==> src/hw/rtl/rrc_pkg.sv <==
// shared types, constants and helpers for the register range coalescer
// no dependencies; compiled first

package rrc_pkg;

  // default table depth
  localparam int unsigned MAX_RANGES_DEF = 16;

  // configuration port geometry and register indexes
  localparam int unsigned CFG_IDX_W  = 1;
  localparam int unsigned CFG_DATA_W = 10;
  localparam logic [CFG_IDX_W-1:0] CFG_MERGE_MODE = 1'd0;
  localparam logic [CFG_IDX_W-1:0] CFG_MAX_SPAN   = 1'd1;
  localparam logic [CFG_DATA_W-1:0] MAX_SPAN_RST  = 10'd200;

  // item kinds
  typedef enum logic [1:0] {
    KIND_ADD   = 2'd0,
    KIND_READ  = 2'd1,
    KIND_CLEAR = 2'd2
  } kind_e;

  // sequencer states
  typedef enum logic [2:0] {
    S_IDLE,
    S_SCAN,
    S_JOIN,
    S_REM,
    S_INS,
    S_PUT,
    S_DONE
  } state_e;

  // input item
  typedef struct packed {
    logic [1:0]  kind;
    logic [15:0] register_number;
    logic [3:0]  entry_index;
  } in_item_t;

  // result item
  typedef struct packed {
    logic [15:0] range_start;
    logic [7:0]  range_length;
    logic        entry_valid;
    logic [4:0]  range_total;
    logic        overflow;
  } out_item_t;

  // one table entry as stored in the memory
  typedef struct packed {
    logic [15:0] start;
    logic [7:0]  length;
  } entry_t;

  // length saturated to the 8-bit field
  function automatic logic [7:0] sat_len(input logic [16:0] n);
    logic [7:0] r;
    r = (n > 17'd255) ? 8'hFF : n[7:0];
    return r;
  endfunction

endpackage

==> src/hw/rtl/rrc_stream_if.sv <==
// valid/ready channel carrying one payload of a given type
// no dependencies; the payload type comes in as a parameter

interface rrc_stream_if #(
  parameter type payload_t = logic
) ();
  logic     valid;
  logic     ready;
  payload_t payload;

  modport source (output valid, output payload, input ready);
  modport sink   (input valid, input payload, output ready);
endinterface

==> src/hw/rtl/register_range_coalescer.sv <==
// register range coalescer: sorted range table with add, read and clear
// depends on rrc_pkg and rrc_stream_if

// The table of ranges lives in one synchronous memory of MAX_RANGES entries
// (16-bit start, 8-bit length) with a single read port and a single write
// port; one sequencer walks it one entry per cycle. A read or a clear needs
// no scan of the table. An add scans the entries in order, then moves the
// entries after the insertion point when it inserts a new range, or the
// entries after the joined one when it joins two ranges. A new item is
// taken once the previous one has placed its result in the output register,
// so a result that waits for its transfer does not hold back the next item.
// There is no clearing pass after reset; entries past the count are never
// read.
module register_range_coalescer #(
  parameter int unsigned MAX_RANGES = rrc_pkg::MAX_RANGES_DEF
) (
  input  logic                          clk_i,
  input  logic                          rst_ni,
  input  logic                          cfg_we_i,
  input  logic [rrc_pkg::CFG_IDX_W-1:0] cfg_idx_i,
  input  logic [rrc_pkg::CFG_DATA_W-1:0] cfg_data_i,
  rrc_stream_if.sink                    in_ch,
  rrc_stream_if.source                  out_ch
);
  import rrc_pkg::*;

  localparam int unsigned AW = $clog2(MAX_RANGES);
  localparam int unsigned CW = $clog2(MAX_RANGES + 1);

  // configuration registers
  logic                  merge_q;
  logic [CFG_DATA_W-1:0] span_q;

  always_ff @(posedge clk_i or negedge rst_ni) begin
    if (!rst_ni) begin
      merge_q <= 1'b0;
      span_q  <= MAX_SPAN_RST;
    end else if (cfg_we_i) begin
      case (cfg_idx_i)
        CFG_MERGE_MODE: merge_q <= cfg_data_i[0];
        CFG_MAX_SPAN:   span_q  <= cfg_data_i;
        default:        ;
      endcase
    end
  end

  // range memory, one read and one write port
  entry_t          entry_mem_q [MAX_RANGES];
  entry_t          rd_data_q;
  logic            mem_re;
  logic [AW-1:0]   mem_ra;
  logic            mem_we;
  logic [AW-1:0]   mem_wa;
  entry_t          mem_wd;

  always_ff @(posedge clk_i) begin
    if (mem_we) begin
      entry_mem_q[mem_wa] <= mem_wd;
    end
    if (mem_re) begin
      rd_data_q <= entry_mem_q[mem_ra];
    end
  end

  // sequencer and item registers
  state_e        state_q, state_d;
  logic [CW-1:0] count_q, count_d;
  logic [CW-1:0] i_q, i_d;
  logic [CW-1:0] k_q, k_d;
  logic [15:0]   reg_q, reg_d;
  logic [15:0]   s_q, s_d;
  logic [16:0]   ne_q, ne_d;
  logic          hit_q, hit_d;
  logic          ovf_q, ovf_d;
  logic          out_valid_q, out_valid_d;
  out_item_t     out_q, out_d;

  always_ff @(posedge clk_i or negedge rst_ni) begin
    if (!rst_ni) begin
      state_q     <= S_IDLE;
      count_q     <= '0;
      out_valid_q <= 1'b0;
    end else begin
      state_q     <= state_d;
      count_q     <= count_d;
      out_valid_q <= out_valid_d;
    end
  end

  always_ff @(posedge clk_i) begin
    i_q   <= i_d;
    k_q   <= k_d;
    reg_q <= reg_d;
    s_q   <= s_d;
    ne_q  <= ne_d;
    hit_q <= hit_d;
    ovf_q <= ovf_d;
    out_q <= out_d;
  end

  assign in_ch.ready    = (state_q == S_IDLE);
  assign out_ch.valid   = out_valid_q;
  assign out_ch.payload = out_q;

  // arithmetic on the entry under scan
  logic [16:0] reg_x, s_x, e_x, front_span, back_ne, back_span;
  logic        front_ok, back_ok;
  logic [16:0] nx_x, ne_join;
  logic [CW-1:0] i_inc, k_inc, k_dec;
  logic [31:0] idx_ext, cnt_ext;

  always_comb begin
    reg_x      = {1'b0, reg_q};
    s_x        = {1'b0, rd_data_q.start};
    e_x        = s_x + {9'd0, rd_data_q.length};
    front_span = e_x - reg_x;
    front_ok   = (merge_q || ((reg_x + 17'd1) >= s_x)) &&
                 ({front_span, 1'b0} < 18'(span_q));
    back_ne    = reg_x + 17'd1;
    back_span  = back_ne - s_x;
    back_ok    = (merge_q || (reg_x == e_x)) &&
                 ({back_span, 1'b0} < 18'(span_q));
    nx_x       = s_x + {9'd0, rd_data_q.length};
    ne_join    = (nx_x > ne_q) ? nx_x : ne_q;
    i_inc      = i_q + CW'(1);
    k_inc      = k_q + CW'(1);
    k_dec      = k_q - CW'(1);
    idx_ext    = 32'(in_ch.payload.entry_index);
    cnt_ext    = 32'(count_q);
  end

  // next state, memory accesses and result
  logic          ins_req;
  logic [CW-1:0] ins_pos;

  always_comb begin
    state_d     = state_q;
    count_d     = count_q;
    i_d         = i_q;
    k_d         = k_q;
    reg_d       = reg_q;
    s_d         = s_q;
    ne_d        = ne_q;
    hit_d       = hit_q;
    ovf_d       = ovf_q;
    out_valid_d = out_valid_q && !out_ch.ready;
    out_d       = out_q;
    mem_re      = 1'b0;
    mem_ra      = '0;
    mem_we      = 1'b0;
    mem_wa      = '0;
    mem_wd      = rd_data_q;
    ins_req     = 1'b0;
    ins_pos     = i_q;

    case (state_q)
      // take an item and start its work
      S_IDLE: begin
        if (in_ch.valid) begin
          reg_d = in_ch.payload.register_number;
          hit_d = 1'b0;
          ovf_d = 1'b0;
          i_d   = '0;
          case (in_ch.payload.kind)
            KIND_ADD: begin
              if (count_q == '0) begin
                state_d = S_PUT;
              end else begin
                mem_re  = 1'b1;
                state_d = S_SCAN;
              end
            end
            KIND_READ: begin
              if (idx_ext < cnt_ext) begin
                hit_d  = 1'b1;
                mem_re = 1'b1;
                mem_ra = AW'(idx_ext);
              end
              state_d = S_DONE;
            end
            KIND_CLEAR: begin
              count_d = '0;
              state_d = S_DONE;
            end
            default: begin
              state_d = S_DONE;
            end
          endcase
        end
      end

      // entry i is in the read register
      S_SCAN: begin
        if (reg_q < rd_data_q.start) begin
          if (front_ok) begin
            mem_we  = 1'b1;
            mem_wa  = AW'(i_q);
            mem_wd  = '{start: reg_q, length: sat_len(front_span)};
            state_d = S_DONE;
          end else begin
            ins_req = 1'b1;
            ins_pos = i_q;
          end
        end else if (reg_x >= e_x) begin
          if (back_ok) begin
            s_d  = rd_data_q.start;
            ne_d = back_ne;
            if (!merge_q && (i_inc < count_q)) begin
              mem_re  = 1'b1;
              mem_ra  = AW'(i_inc);
              state_d = S_JOIN;
            end else begin
              mem_we  = 1'b1;
              mem_wa  = AW'(i_q);
              mem_wd  = '{start: rd_data_q.start, length: sat_len(back_span)};
              state_d = S_DONE;
            end
          end else if (i_inc < count_q) begin
            i_d    = i_inc;
            mem_re = 1'b1;
            mem_ra = AW'(i_inc);
          end else begin
            ins_req = 1'b1;
            ins_pos = count_q;
          end
        end else begin
          state_d = S_DONE;
        end

        // new one-register entry at ins_pos
        if (ins_req) begin
          i_d = ins_pos;
          if (count_q == CW'(MAX_RANGES)) begin
            ovf_d   = 1'b1;
            state_d = S_DONE;
          end else if (count_q > ins_pos) begin
            k_d     = count_q;
            mem_re  = 1'b1;
            mem_ra  = AW'(count_q - CW'(1));
            state_d = S_INS;
          end else begin
            state_d = S_PUT;
          end
        end
      end

      // next entry is in the read register: join when the grown end reaches it
      S_JOIN: begin
        mem_we = 1'b1;
        mem_wa = AW'(i_q);
        if (ne_q >= s_x) begin
          mem_wd = '{start: s_q, length: sat_len(ne_join - {1'b0, s_q})};
          k_d    = i_inc;
          if ((i_inc + CW'(1)) < count_q) begin
            mem_re  = 1'b1;
            mem_ra  = AW'(i_inc + CW'(1));
            state_d = S_REM;
          end else begin
            count_d = count_q - CW'(1);
            state_d = S_DONE;
          end
        end else begin
          mem_wd  = '{start: s_q, length: sat_len(ne_q - {1'b0, s_q})};
          state_d = S_DONE;
        end
      end

      // close the gap: entry k+1 moves down to k
      S_REM: begin
        mem_we = 1'b1;
        mem_wa = AW'(k_q);
        mem_wd = rd_data_q;
        k_d    = k_inc;
        if ((k_inc + CW'(1)) < count_q) begin
          mem_re = 1'b1;
          mem_ra = AW'(k_inc + CW'(1));
        end else begin
          count_d = count_q - CW'(1);
          state_d = S_DONE;
        end
      end

      // open a gap: entry k-1 moves up to k
      S_INS: begin
        mem_we = 1'b1;
        mem_wa = AW'(k_q);
        mem_wd = rd_data_q;
        k_d    = k_dec;
        if (k_dec > i_q) begin
          mem_re = 1'b1;
          mem_ra = AW'(k_dec - CW'(1));
        end else begin
          state_d = S_PUT;
        end
      end

      // write the new entry
      S_PUT: begin
        mem_we  = 1'b1;
        mem_wa  = AW'(i_q);
        mem_wd  = '{start: reg_q, length: 8'd1};
        count_d = count_q + CW'(1);
        state_d = S_DONE;
      end

      // load the output register once it is free
      S_DONE: begin
        if (!out_valid_q || out_ch.ready) begin
          out_valid_d        = 1'b1;
          out_d.range_start  = hit_q ? rd_data_q.start : 16'd0;
          out_d.range_length = hit_q ? rd_data_q.length : 8'd0;
          out_d.entry_valid  = hit_q;
          out_d.range_total  = 5'(count_q);
          out_d.overflow     = ovf_q;
          state_d            = S_IDLE;
        end
      end

      default: begin
        state_d = S_IDLE;
      end
    endcase
  end

endmodule

==> src/flat_wrapper.sv <==
// flat-port wrapper written by rule: the top's interface ports become plain ports
module register_range_coalescer_flat import rrc_pkg::*;
#(
  parameter int unsigned MAX_RANGES = rrc_pkg::MAX_RANGES_DEF
)
  (clk_i, rst_ni, cfg_we_i, cfg_idx_i, cfg_data_i, in_ch_valid, in_ch_payload, in_ch_ready, out_ch_valid, out_ch_payload, out_ch_ready);
  rrc_stream_if #(.payload_t(in_item_t)) in_ch_i ();
  rrc_stream_if #(.payload_t(out_item_t)) out_ch_i ();
  input  logic clk_i;
  input  logic rst_ni;
  input  logic cfg_we_i;
  input  logic [rrc_pkg::CFG_IDX_W-1:0] cfg_idx_i;
  input  logic [rrc_pkg::CFG_DATA_W-1:0] cfg_data_i;
  input wire logic [$bits(in_ch_i.valid)-1:0] in_ch_valid;
  input wire logic [$bits(in_ch_i.payload)-1:0] in_ch_payload;
  output wire logic [$bits(in_ch_i.ready)-1:0] in_ch_ready;
  output wire logic [$bits(out_ch_i.valid)-1:0] out_ch_valid;
  output wire logic [$bits(out_ch_i.payload)-1:0] out_ch_payload;
  input wire logic [$bits(out_ch_i.ready)-1:0] out_ch_ready;
  assign in_ch_i.valid = in_ch_valid;
  assign in_ch_i.payload = in_ch_payload;
  assign in_ch_ready = in_ch_i.ready;
  assign out_ch_valid = out_ch_i.valid;
  assign out_ch_payload = out_ch_i.payload;
  assign out_ch_i.ready = out_ch_ready;
  register_range_coalescer #(.MAX_RANGES(MAX_RANGES)) u_core (.clk_i(clk_i), .rst_ni(rst_ni), .cfg_we_i(cfg_we_i), .cfg_idx_i(cfg_idx_i), .cfg_data_i(cfg_data_i), .in_ch(in_ch_i), .out_ch(out_ch_i));
endmodule
==> config.mk <==
export PLATFORM = sky130hd
export DESIGN_NAME = register_range_coalescer_flat
export DESIGN_NICKNAME = d
export VERILOG_FILES = /design/src/hw/rtl/rrc_pkg.sv /design/src/hw/rtl/rrc_stream_if.sv /design/src/hw/rtl/register_range_coalescer.sv /design/src/flat_wrapper.sv
export SDC_FILE = /design/constraint.sdc
export NUM_CORES = 1
export LEC_CHECK = 0
export BUFFER_PORTS_ARGS = -buffer_cell sky130_fd_sc_hd__clkbuf_2
export CAP_MARGIN = 15
export CORE_ASPECT_RATIO = 1.75
export CORE_MARGIN = 1.5
export CORE_UTILIZATION = 46
export DETAILED_ROUTE_END_ITERATION = 6
export SETUP_SLACK_MARGIN = 0.2
export SLEW_MARGIN = 5
export SYNTH_ARGS = -nofsm -noshare
export SYNTH_HDL_FRONTEND = slang
export SYNTH_SLANG_ARGS = --single-unit
==> constraint.sdc <==
create_clock -name clk_i -period 10 [get_ports clk_i]
set_input_delay 0 -clock clk_i [delete_from_list [all_inputs] [get_ports clk_i]]
set_output_delay 0 -clock clk_i [all_outputs]
set_load 0.01 [all_outputs]
==> results of run 1 <==
==> final cells by class <==
class                           instances  area, um^2
Clock inverter                         31         303
Multi-Input combinational cell       1665       12300
Sequential cell                       520       15500
Timing Repair Buffer                  183        1360
Tap cell                              799        1000
Antenna cell                            2        5.00
Clock buffer                           56        1230
Fill cell                            5421       29700
Inverter                              159         597
==> worst max-delay path, delay by kind of cell, from the launching register on <==
family | cells | cell delay, ps
AO/OA/AOI/OAI | 16 | 3040
XOR/XNOR | 1 | 210
adder cells (fa/ha/maj) | 3 | 1090
buffers and inverters | 2 | 460
flip-flops | 1 | 470
AND/OR/NAND/NOR | 16 | 3660
==> Yosys cell counts (25+ instances only) <==
library cell    n  area (um^2)
nor2_1        130          488
edfxtp_1      500        15000
xnor2_1        61          534
mux2_2         40          450
nor3_1         33          165
o21ai_0        81          405
a211oi_1       90          676
nand3_1        39          195
inv_1         158          593
a32o_1         66          661
and2_1         32          200
ha_1          175         2190
a21oi_1       159          796
o22ai_1        25          156
buf_2          30          150
clkbuf_1       60          225
mux2i_1        76          761
nand2_1       245          920
a21o_1         37          278
==> what timing repair did <==
item	4_1_cts	5_1_grt
hold endpoints to repair	53	0
hold buffers	36	0
endpoints found under the setup margin	0	38
gates resized for setup	0	6
==> metrics by stage <==
step	cells	utilization (%)	hold slack (ps)
after floorplan	2452	-	-296
after global placement	3275	48.8	-16.2
after detailed placement	3278	48.8	-16.3
after CTS	3401	51.9	32.5
after global routing	3414	52.1	73.6
final	3415	52.1	45.0
==> how the worst max path moves through the flow <==
stage                     depth (start not counted)                       end  slack, ps                 from
final                                            38      u_core.rd_data_q[10]        750  u_core.rd_data_q[1]
after global routing                             38      u_core.rd_data_q[10]        290  u_core.rd_data_q[1]
after global placement                           38       u_core.rd_data_q[2]        700  u_core.rd_data_q[9]
after CTS                                        38       u_core.rd_data_q[2]        500  u_core.rd_data_q[1]
after detailed placement                         38       u_core.rd_data_q[2]        540  u_core.rd_data_q[1]
after floorplan                                  26  u_core.entry_mem_q[0][0]        840  u_core.rd_data_q[1]
==> state kept, by name, summed over array words and instances (netlist names) <==
name / cells
u_core.entry_mem_q: 384
u_core.out_ch.payload: 31
u_core.rd_data_q: 24
u_core.ne_q: 17
u_core.reg_q: 16
u_core.s_q: 16
u_core.span_q: 10
u_core.count_q: 5
u_core.i_q: 5
u_core.k_q: 5
u_core.state_q: 3
u_core.hit_q: 1
u_core.merge_q: 1
u_core.out_ch.valid: 1
u_core.ovf_q: 1
==> kinds of logic after synthesis <==
family	Yosys count	share of synthesized area, %
xor gates and xnor gates	84	2.56
and+or+nand+nor	626	10.9
DFF	520	54.0
buffers and inverters	268	3.97
AOI/OAI and AO/OA	655	16.1
muxes	119	4.45
adders and majority gates	180	7.97
==> per-layer routing <==
metal	part of all wire [%]	track usage, %	wire length, um
met1	36	33.0	34100
met2	51	52.3	48700
met3	5.6	3.95	5330
met4	7.5	19.6	7170
met5	0	0	0
==> summary.txt, run 1 <==
Max Fanout on Critical Path -> 20
die area -> 64,000 um^2
Synth Register Bits -> 520
Inserted Clock Buffers -> 48
placed cell areas -> 30,300 um^2
global-route wire length before repair -> 138,000 um
worst r2r src -> u_core.rd_data_q[1]
leading cell types in the layout, fill and taps excluded -> edfxtp_1 (500), nand2_1 (245), ha_1 (175)
Top FF cell, synth -> edfxtp_1
Post-synth EDFFs -> 500
Clock Sinks -> 520
via count -> 21,376
first-pass detailed-route iteration total -> 6
hold worst-path end -> u_core.span_q[7]
worst-skew pair later-pin latency -> 620 ps
Post-Syn Area -> 28,700 um^2
All-Layer GR Usage -> 29.7%
Worst-path clk slew -> 60 ps
vias in the first global route -> 21,155
nets@finish -> 2,795
Core ar. -> 62,100 um^2
drt initial violations -> 1,675
largest net degree at the start of global routing -> 79
die height -> 334 um
Design Area, Final -> 32,300 um^2
drt wl/cell -> 27.9 um
Post-Syn Nets -> 2,670
Worst Hold Launch -> cfg_idx_i
biggest cell delay along the critical path -> 590 ps
synth warn -> 0
Crit path required time -> 10,360 ps
Final setup viols -> 0
total wire length -> 95,300 um
drt drc -> 0
crit path kind -> reg -> reg
hpwl dp -> 67,000 um
clock skew -> 22.8 ps
Area Growth Syn to Fin -> 12.5%
FP Rows -> 121
Via density -> 6.26
port bufs -> 70
Max-Cap Viols -> 0
startpoint class of the critical path -> flop
Initial Util -> 46.3%
most used cell, CP -> a21oi_1
Setup Buffers After CTS -> 0
status -> complete, no violations
Hold Path Class -> in -> reg
Critical R2R Capture -> u_core.rd_data_q[10]
worst reg2reg path depth -> 38
RePlAce Congestion -> 1.04
Worst R2R Setup Slack -> 750 ps
Die W -> 192 um
htree depth -> 2
Tmin final -> 9250 ps
RSZ-0062 raised after global routing -> false
antenna viol nets, final -> 0
I/O Pins -> 71
CP max-delay cell -> or4_1
total gr overflow -> 0
number of library cell types mapped by synthesis -> 90
Avg Inst Size Synth -> 11.7 um^2
Synth async-reset ratio -> 3.85%
WP data arrival -> 9610 ps
fmax -> 108 MHz
setup TNS -> 0 ps
Final Hold Fails -> 0
WHS Path Cells -> 3
share of cells above drive strength 1 -> 13.5%
initial antenna violation count -> 1
TritonCTS clock tree -> built
commonest non-fill, non-tap cell in the layout -> edfxtp_1
Seq/Total Area, Yosys -> 54.0%
post-route setup slack -> 746 ps
final worst-path cycle share -> 92.5%
worst slew margin relative to its limit -> 17.4%
Least-Margin Pin Slew -> 1230 ps
clk root buf -> clkbuf_16
Mapped Cells -> 2,452
pre-CTS setup slack -> 541 ps
Slew Viols, Final -> 0
Clock Path Buffers -> 3
Critical Path Sink Type -> flop
Power of run 1 is not shown: default switching activity piles up to over one toggle a cycle in this logic, so the estimate is an artifact.
==> run 2: changes to the inputs <==
--- a/config.mk
+++ b/config.mk
@@ -6,11 +6,12 @@
 export NUM_CORES = 1
 export LEC_CHECK = 0
 export BUFFER_PORTS_ARGS = -buffer_cell sky130_fd_sc_hd__clkbuf_2
-export CAP_MARGIN = 15
+export CAP_MARGIN = 20
 export CORE_ASPECT_RATIO = 1.75
 export CORE_MARGIN = 1.5
 export CORE_UTILIZATION = 46
 export DETAILED_ROUTE_END_ITERATION = 6
+export GPL_TIMING_DRIVEN = 1
 export SETUP_SLACK_MARGIN = 0.2
 export SLEW_MARGIN = 5
 export SYNTH_ARGS = -nofsm -noshare
==> constraint.sdc (replaced) <==
create_clock -name clk_i -period 10 [get_ports clk_i]
set_input_delay 1 -clock clk_i [delete_from_list [all_inputs] [get_ports clk_i]]
set_output_delay 1 -clock clk_i [all_outputs]
set_load 0.01 [all_outputs]
==> summary.txt, run 2 (synthesis gave the netlist of run 1 again) <==
fillers -> 5,477
Inserted Clock Buffers -> 48
share of cells above drive strength 1 -> 14.0%
Die W -> 192 um
Max-Cap Viols -> 0
Area Growth Syn to Fin -> 11.8%
Worst setup endpoint -> u_core.rd_data_q[22]
Max Fanout on Critical Path -> 15
global-route wire length before repair -> 138,000 um
Via density -> 6.27
vias in the first global route -> 21,181
Biggest register -> u_core.entry_mem_q
hpwl dp -> 67,300 um
RePlAce Congestion -> 1.04
total gr overflow -> 0
Crit path required time -> 10,370 ps
All-Layer GR Usage -> 29.8%
TritonCTS clock tree -> built
Critical Path Stages -> 38
antenna viol nets, final -> 0
drt wl/cell -> 28.0 um
leading cell types in the layout, fill and taps excluded -> edfxtp_1 (500), nand2_1 (245), ha_1 (175)
Slew Viols, Final -> 0
clock skew -> 31.0 ps
final worst-path cycle share -> 92.7%
RSZ-0062 raised after global routing -> true
Final Hold Fails -> 0
worst reg2reg path depth -> 38
Tmin final -> 9270 ps
commonest non-fill, non-tap cell in the layout -> edfxtp_1
first-pass detailed-route iteration total -> 7
CTS Hold Bufs -> 0
Clock Sinks -> 520
Worst R2R Setup Slack -> 730 ps
status -> complete, no violations
drt initial violations -> 1,612
Worst-path clk slew -> 70 ps
worst-skew pair later-pin latency -> 630 ps
worst r2r src -> u_core.rd_data_q[1]
Clock Path Buffers -> 3
most used cell, CP -> a21oi_1
port bufs -> 70
CP max-delay cell -> or4_1
nets@finish -> 2,769
setup TNS -> 0 ps
via count -> 21,251
total wire length -> 95,000 um
max FFs per register -> 384
WP data arrival -> 9640 ps
Setup crit start -> u_core.rd_data_q[1]
Least-Margin Pin Slew -> 1160 ps
Hold Path Class -> in -> async
drt drc -> 0
worst slew margin relative to its limit -> 22.8%
die area -> 64,000 um^2
CP delay by family, top -> simple AND/OR/NAND/NOR gates
Initial Util -> 46.3%
die height -> 334 um
initial antenna violation count -> 0
Final setup viols -> 0
startpoint class of the critical path -> flop
largest net degree at the start of global routing -> 79
Critical Path Sink Type -> flop
Seq. cell area -> 15,500 um^2
I/O Pins -> 71
clk root buf -> clkbuf_16
FP Rows -> 121
Core ar. -> 62,100 um^2
Critical path buffers and inverters -> 2
fmax -> 108 MHz
biggest cell delay along the critical path -> 590 ps
crit path kind -> reg -> reg
Critical R2R Capture -> u_core.rd_data_q[22]
multi-input logic area -> 12,300 um^2
htree depth -> 2
run 2: worst min path at each step:
stage / startpoint / endpoint / cells past startpoint
after floorplan: u_core.ovf_q / u_core.out_ch.payload[0] / 0
after global placement: u_core.ovf_q / u_core.out_ch.payload[0] / 0
after detailed placement: u_core.ovf_q / u_core.out_ch.payload[0] / 0
after CTS: rst_ni / u_core.state_q[0] / 1
after global routing: rst_ni / u_core.state_q[0] / 1
final: rst_ni / u_core.state_q[0] / 1
run 2: worst register-to-register path, delay by kind of cell (launching register included):
kind / cells / cell delay [ps]
flip-flops: 1 / 470
AND/OR/NAND/NOR: 16 / 3890
buffers and inverters: 2 / 600
XOR/XNOR: 1 / 220
adder cells (fa/ha/maj): 3 / 1080
AO/OA/AOI/OAI: 16 / 2770
run 2: per-layer routing:
metal / part of all wire [%] / track usage (%) / up-vias / wire, um
li1: - / - / 9560 / -
met1: 36 / 33.7 / 10561 / 34600
met2: 51 / 52.6 / 846 / 48600
met3: 5.0 / 3.26 / 284 / 4750
met4: 7.4 / 19.4 / 0 / 7060
met5: 0 / 0 / - / 0
run 2: final cells by class:
cell class                 count  share of cell area [%]
inverter                     159                    1.86
clock buffer                  57                    4.04
multi-input combinational   1664                    38.2
clock inverter                31                   0.997
antenna                        1                 0.00779
timing repair buffer         158                    3.47
sequential                   520                    48.3
tap                          799                    3.11
run 2: timing repair:
| item | in CTS | in global routing |
|---|---|---|
| endpoints found under the setup margin | 0 | 23 |
| buffers inserted | 0 | 2 |
| gates resized for setup | 0 | 5 |
run 2: per-stage QoR:
| step | utilization, % | instances | setup WS, ps | hold slack [ps] | instance area (um^2) |
|---|---|---|---|---|---|
| 5_1_grt | 51.8 | 3388 | 160 | 366 | 32100 |
| 6_report | 51.8 | 3389 | 730 | 329 | 32100 |
| 4_1_cts | 51.6 | 3373 | 563 | 320 | 32000 |
| 3_3_place_gp | 48.8 | 3275 | 701 | 405 | 30300 |
| 2_1_floorplan | - | 2452 | 839 | 400 | 28700 |
| 3_5_place_dp | 48.9 | 3285 | 594 | 413 | 30400 |
Power of run 2 is left out for the same reason.
